### src/rtl/qvr_pkg.sv
`timescale 1ns / 1ps
// qvr_pkg: shared widths, types and constants for the quaternion vector rotator
// no dependencies; imported by qvr_round_sat, quaternion_vector_rotate and quaternion_vector_rotate_tb
package qvr_pkg;

    localparam int SAMP_W     = 16;                 // every payload field
    localparam int PROD_W     = 2 * SAMP_W;         // 16 x 16 product
    localparam int SUM_W      = PROD_W + 1;         // sum of up to four products
    localparam int TERM_W     = SUM_W + SAMP_W - 1; // 33 x 16 product
    localparam int ACC_W      = TERM_W + 3;         // three terms, two doubled, plus bias
    localparam int FRAC_SHIFT = 2 * (SAMP_W - 1);   // two q1.15 factors
    localparam int QUO_W      = ACC_W - FRAC_SHIFT;
    localparam int N_AXES     = 3;
    localparam int N_QUAT     = 4;
    localparam int STAGES     = 5;

    localparam int IN_DATA_W  = 7 * SAMP_W;
    localparam int OUT_DATA_W = 3 * SAMP_W;

    // quaternion component positions
    localparam int QX = 0;
    localparam int QY = 1;
    localparam int QZ = 2;
    localparam int QW = 3;

    typedef logic signed [SAMP_W-1:0] sample_t;
    typedef logic signed [PROD_W-1:0] prod_t;
    typedef logic signed [SUM_W-1:0]  sum_t;
    typedef logic signed [TERM_W-1:0] term_t;
    typedef logic signed [ACC_W-1:0]  acc_t;

    localparam acc_t    ROUND_BIAS = acc_t'(1) <<< (FRAC_SHIFT - 1);
    localparam sample_t SAT_POS    = {1'b0, {(SAMP_W-1){1'b1}}};
    localparam sample_t SAT_NEG    = {1'b1, {(SAMP_W-1){1'b0}}};

endpackage

### src/rtl/qvr_round_sat.sv
`timescale 1ns / 1ps
// qvr_round_sat: scale a biased accumulator down by 2^30 and clamp to 16 bits
// depends on qvr_pkg
module qvr_round_sat (
    input  qvr_pkg::acc_t    acc,      // already holds the half-lsb rounding bias
    output qvr_pkg::sample_t rot,
    output logic             clipped
);
    import qvr_pkg::*;

    logic [QUO_W-1:0] quo;
    logic             sign;
    logic             any_hi;
    logic             all_hi;
    logic             over_pos;
    logic             over_neg;

    // arithmetic shift is a floor, so bias plus shift rounds half up
    assign quo      = acc[ACC_W-1:FRAC_SHIFT];
    assign sign     = quo[QUO_W-1];
    assign any_hi   = |quo[QUO_W-2:SAMP_W-1];
    assign all_hi   = &quo[QUO_W-2:SAMP_W-1];
    assign over_pos = !sign && any_hi;
    assign over_neg = sign && !all_hi;

    always_comb begin
        priority if (over_pos) begin
            rot = SAT_POS;
        end else if (over_neg) begin
            rot = SAT_NEG;
        end else begin
            rot = sample_t'(quo[SAMP_W-1:0]);
        end
    end

    assign clipped = over_pos || over_neg;

endmodule

### config.mk
export PLATFORM = sky130hd
export DESIGN_NAME = qvr_round_sat
export DESIGN_NICKNAME = d
export VERILOG_FILES = /design/src/rtl/qvr_pkg.sv /design/src/rtl/qvr_round_sat.sv
export SDC_FILE = /design/constraint.sdc
export NUM_CORES = 1
export LEC_CHECK = 0
export BUFFER_PORTS_ARGS = -buffer_cell sky130_fd_sc_hd__buf_2
export CAP_MARGIN = 15
export CORE_AREA = 2 2 39 41
export DETAILED_ROUTE_END_ITERATION = 7
export DIE_AREA = 0 0 41 43
export PLACE_DENSITY = 0.69
export SLEW_MARGIN = 20
export SYNTH_ARGS = -nofsm -noshare
export SYNTH_HDL_FRONTEND = slang
export SYNTH_SLANG_ARGS = --single-unit
### constraint.sdc
create_clock -name vclk -period 3.5
set_input_delay 0.875 -clock vclk [all_inputs]
set_output_delay 0.875 -clock vclk [all_outputs]
set_load 0.005 [all_outputs]
==> results of run 1 <==
==> through the flow <==
stage / hold WS [ns] / utilization (%) / setup slack (ns) / cell area, µm² / power (mW)
after global routing: 2.025 / 28.39 / 0.6613 / 392.9 / 0.05318
after detailed placement: 2.016 / 28.39 / 0.7706 / 392.9 / 0.04733
after CTS: 2.016 / 28.39 / 0.7611 / 392.9 / 0.04761
after global placement: 2.013 / 28.39 / 0.8022 / 392.9 / 0.04666
after floorplan: 1.829 / - / 1.123 / 209.0 / 0.02364
final: 2.014 / 28.39 / 0.7698 / 392.9 / 0.04689
==> logic make-up (layout without fill, tap and decap cells) <==
group | count (synthesis) | in the layout | share of synthesized area (%)
buffers and inverters | 5 | 40 | 16.17
AOI/OAI and AO/OA | 18 | 18 | 68.87
and+or+nand+nor | 4 | 4 | 14.97
==> layout make-up <==
class | count | area [µm²]
fill | 157 | 991.0
inverter | 2 | 7.507
multi-input combinational | 22 | 175.2
tap | 16 | 20.02
timing repair buffer | 38 | 190.2
==> path summary, 6_finish.rpt <==
check  cells after the start  endpoint
max                        5    rot[3]
min                        2   rot[15]
==> critical path: stages <==
cell,delay [ns]
sky130_fd_sc_hd__buf_2,0.10
sky130_fd_sc_hd__nor3_2,0.05
sky130_fd_sc_hd__a21oi_2,0.53
sky130_fd_sc_hd__o21a_1,0.19
sky130_fd_sc_hd__buf_2,0.11
==> cells in the mapped netlist (all sizes together) <==
master	count
nand4	1
a21oi	1
nor3	2
buf	2
o21ai	1
inv	2
o21a	15
nor2	1
a31oi	1
clkbuf	1
==> routing by layer <==
layer / share of wire [%] / global-route usage [%] / vias up
met1: 40 / 8.228 / 130
met5: 0 / 0 / -
met4: 0 / 0 / 0
li1: - / - / 170
met2: 38 / 13.44 / 34
met3: 21 / 0 / 0
==> power by group <==
group          internal, mW  total, mW  switching (mW)
registers                 0          0               0
logic                0.0258     0.0469          0.0211
clock network             0          0               0
==> qor.tcl, run 1 <==
set qor(tightest_slew_ns) 0.6481
set qor(dr.pass1.iters) 1
set qor(min-delay-start) {acc[50]}
set qor(ratio_of_cells_with_drive_above_1_in_the_final_layout_pct) 67.74
set qor(globalRouteTotalUtil_pct) 6.893
set qor(fin_tns_setup_ns) 0
set qor(cp.arrival_ns) 1.86
set qor(area.growth.synth_to_final_pct) 88.02
set qor(final_max_slew_viol_count) 0
set qor(clock_buffers) 0
set qor(layout.cells.non_filler) 78
set qor(drt_iter0_markers) 0
set qor(route.antenna.remaining_nets) 0
set qor(rsz0062_at_grt) {false}
set qor(cts.repair.resized) 0
set qor(setup_viol) 0
set qor(timing_hold_violations_final) 0
set qor(postSynthCellCount) 27
set qor(netlist.area_leader.share_pct) 53.89
set qor(irDropWorstVdd_v) 0.00004181
set qor(fin_crit_sh_pct) 78.00
set qor(final_period_minus_worst_setup_slack_ns) 2.730
set qor(antenna_found_initial) 0
set qor(detail_route.drc_violations) 0
set qor(hold_path_class) {in2out}
set qor(core_area_um2) 1384
set qor(io_buffers) 38
set qor(placed_cell_count) 78
set qor(timing.critical_path.from_type) {input pin}
set qor(ios) 68
set qor(dieWidth_um) 41
set qor(startpoint) {acc[48]}
set qor(post_cts_buffers) 0
set qor(cts.hold.buffers_added) 0
set qor(global_route_wire_length_before_repair_um) 938
set qor(synthDominantAreaCellType) {sky130_fd_sc_hd__o21a_1}
set qor(p_leak_nw) 0.2132
set qor(start_util_pct) 15.10
set qor(avgSynthCellArea_um2) 7.739
set qor(first_global_vias) 257
set qor(synth_area_um2) 209.0
set qor(synthesis.yosys.warnings) 0
set qor(placement_rows) 14
set qor(mappedNetlistNets) 78
set qor(synth_cell_type_count) 11
set qor(cap_viol_max_count) 0
set qor(mostFrequentLayoutCell) {sky130_fd_sc_hd__buf_2}
set qor(largest_net_degree_at_the_start_of_global_routing) 16
set qor(status) {finished, final reports clean}
set qor(gpl.final_weighted_congestion) 0.6440
set qor(post_synth_main_area_contributors) {sky130_fd_sc_hd__o21a_1 (54%), sky130_fd_sc_hd__buf_6 (11%), sky130_fd_sc_hd__o21ai_4 (7.8%), sky130_fd_sc_hd__nand4_2 (6.0%), sky130_fd_sc_hd__nor3_2 (4.8%)}
set qor(slew-limit-headroom_pct) 56.79
set qor(design.final.nets) 115
set qor(critical_path.max_fanout) 15
set qor(most_frequent_cells_in_the_layout) {sky130_fd_sc_hd__buf_2 (38), sky130_fd_sc_hd__o21a_1 (15), sky130_fd_sc_hd__inv_1 (2)}
set qor(num_antenna_cells) 0
set qor(power_density_nw_per_um2) 119.4
set qor(die_footprint_um2) 1763
set qor(postRouteWirelength_um) 704
set qor(detail_route.vias_per_cell) 4.282
set qor(grt_overflow_total) 0
set qor(storage_element_area_um2) 0
set qor(crit_type) {in2out}
set qor(detailroute.via_count) 334
set qor(worst_setup_path_end_kind) {output pin}
set qor(chipHeight_um) 43
set qor(critical_path_required_ns) 2.62
set qor(maximum_clock_frequency_mhz) 366.3
set qor(synth.yosys.seq_area_share_pct) 0
set qor(sequential_cell_total) 0
set qor(avgRoutedWirePerCell_um) 9.026
No activity file was read; power rests on OpenSTA's default activity.
==> run 2: changes to the inputs <==
--- a/config.mk
+++ b/config.mk
@@ -10,7 +10,7 @@
 export CORE_AREA = 2 2 39 41
 export DETAILED_ROUTE_END_ITERATION = 7
 export DIE_AREA = 0 0 41 43
-export PLACE_DENSITY = 0.69
+export PLACE_DENSITY = 0.72
 export SLEW_MARGIN = 20
 export SYNTH_ARGS = -nofsm -noshare
 export SYNTH_HDL_FRONTEND = slang
==> constraint.sdc (replaced) <==
create_clock -name vclk -period 2.3
set_input_delay 0.575 -clock vclk [all_inputs]
set_output_delay 0.575 -clock vclk [all_outputs]
set_load 0.005 [all_outputs]
==> run 2 against run 1 <==
Effect of this change: non-clock buffer count is the same; total power grew 53%; critical endpoint is now rot[5]; largest power group unchanged; via count is 4.2% higher; die area unchanged; utilization stayed put; worst setup slack got worse by 0.60 ns; worst hold slack worse by 0.59 ns; flip-flop and latch count stayed put.
==> qor.tcl, run 2 (synthesis results as in run 1) <==
set qor(status) {finished, final reports clean}
set qor(timing.critical_path.from_type) {input pin}
set qor(timing_hold_violations_final) 0 ;# unchanged
set qor(most_frequent_cells_in_the_layout) {sky130_fd_sc_hd__buf_2 (38), sky130_fd_sc_hd__o21a_1 (15), sky130_fd_sc_hd__inv_1 (2)}
set qor(startpoint) {acc[48]}
set qor(layout.cells.non_filler) 78 ;# unchanged
set qor(globalRouteTotalUtil_pct) 7.393 ;# +0.50 points
set qor(grt_overflow_total) 0 ;# unchanged
set qor(mostFrequentLayoutCell) {sky130_fd_sc_hd__buf_2}
set qor(hold_path_class) {in2out}
set qor(placement_rows) 14 ;# unchanged
set qor(fin_tns_setup_ns) 0 ;# unchanged
set qor(core_area_um2) 1384 ;# unchanged
set qor(detail_route.drc_violations) 0 ;# unchanged
set qor(p_leak_nw) 0.2132 ;# unchanged
set qor(start_util_pct) 15.10 ;# unchanged
set qor(cts.hold.buffers_added) 0 ;# unchanged
set qor(fin_crit_sh_pct) 92.46
set qor(num_antenna_cells) 0 ;# unchanged
set qor(ratio_of_cells_with_drive_above_1_in_the_final_layout_pct) 67.74 ;# unchanged
set qor(post_cts_buffers) 0 ;# unchanged
set qor(area.growth.synth_to_final_pct) 88.02 ;# unchanged
set qor(maximum_clock_frequency_mhz) 470.3
set qor(critical_path_required_ns) 1.73 ;# -0.89 ns
set qor(crit_path_end) {rot[5]}
set qor(dr.pass1.iters) 2 ;# +1
set qor(global_route_wire_length_before_repair_um) 986 ;# +5.1%
set qor(chipHeight_um) 43 ;# unchanged
set qor(dieWidth_um) 41 ;# unchanged
set qor(first_global_vias) 269 ;# +4.7%
set qor(antenna_found_initial) 0 ;# unchanged
set qor(worst_path_most_repeated_cell) {sky130_fd_sc_hd__buf_2}
set qor(post-dp-hpwl_um) 638.5
set qor(final_period_minus_worst_setup_slack_ns) 2.127
set qor(io_buffers) 38 ;# unchanged
set qor(final_max_slew_viol_count) 0 ;# unchanged
set qor(placed_cell_count) 78 ;# unchanged
set qor(cp.arrival_ns) 1.55 ;# -0.31 ns
set qor(post-route-util_pct) 28.39 ;# unchanged
set qor(avgRoutedWirePerCell_um) 9.615 ;# +6.5%
set qor(die_footprint_um2) 1763 ;# unchanged
set qor(slew-limit-headroom_pct) 56.91 ;# +0.11 points
set qor(detailroute.via_count) 348 ;# +4.2%
set qor(sequential_cell_total) 0 ;# unchanged
set qor(drt_iter0_markers) 1 ;# +1
set qor(rsz0062_at_grt) {false}
set qor(design.final.nets) 115 ;# unchanged
set qor(postLayoutCellArea_um2) 392.9 ;# unchanged
set qor(worst_setup_path_end_kind) {output pin}
set qor(setup_viol) 0 ;# unchanged
set qor(largest_net_degree_at_the_start_of_global_routing) 16 ;# unchanged
set qor(storage_element_area_um2) 0 ;# unchanged
set qor(tightest_slew_ns) 0.6464 ;# -0.001689 ns
set qor(detail_route.vias_per_cell) 4.462 ;# +4.2%
set qor(max_stage_delay_ns) 0.53 ;# about the same
set qor(total_power_uw) 71.85 ;# +53%
set qor(clock_buffers) 0 ;# unchanged
set qor(holdPathStages) 2 ;# unchanged
set qor(cap_viol_max_count) 0 ;# unchanged
set qor(cpMaxStageDelayCell) {sky130_fd_sc_hd__a21oi_2}
set qor(critical_path.n_buffers_inverters) 2 ;# unchanged
set qor(cts.repair.resized) 0 ;# unchanged
set qor(ios) 68 ;# unchanged
set qor(critPathTopFamily) {compound AO/OA/AOI/OAI gates}
set qor(critical_path_cell_count) 5 ;# unchanged
set qor(crit_type) {in2out}
set qor(cells_traversed_along_the_worst_timing_path) {buf_2 > nor3_2 > a21oi_2 > o21a_1 > buf_2}
set qor(postRouteWirelength_um) 750 ;# +6.5%
set qor(placement.cell_area_um2) 392.9 ;# unchanged
set qor(gpl.final_weighted_congestion) 0.6634 ;# +3.0%
set qor(irDropWorstVdd_v) 0.00005689 ;# +36%
set qor(critical_path.max_fanout) 15 ;# unchanged
set qor(route.antenna.remaining_nets) 0 ;# unchanged
set qor(power_density_nw_per_um2) 182.9 ;# +53%
## run 2: cell counts in the layout (fill, tap and decap cells not counted)
No cell type changed its count.
## run 2: where the power goes
part           switching, mW  internal [mW]  leakage (nW)
clock                      0              0             0
sequential                 0              0             0
combinational         0.0325         0.0393         0.213
total                 0.0325         0.0393         0.213
## run 2: worst min-delay path by stage
stage,start,end
6_report,acc[50],rot[15]
5_1_grt,acc[50],rot[15]
4_1_cts,acc[50],rot[15]
3_5_place_dp,acc[31],rot[1]
3_3_place_gp,acc[50],rot[15]
2_1_floorplan,acc[50],rot[15]
## run 2: area by class of cell
type,count,area (µm²)
multi-input cells,22,175.2
repair buffers,38,190.2
well taps,16,20.02
fillers,145,991.0
inverters,2,7.507
## run 2: layer usage
layer	up-vias	part of all wire, %	global-route usage, %
li1	173	-	-
met1	142	37	8.228
met2	33	45	14.37
met3	0	19	1.047
met4	0	0	0
met5	-	0	0
## run 2: stage by stage
stage	hold WS, ns	worst slack (ns)
final	1.420	0.1735
after global placement	1.416	0.2038
after CTS	1.424	0.1555
after detailed placement	1.422	0.1577
after floorplan	1.229	0.5231
after global routing	1.428	0.04529
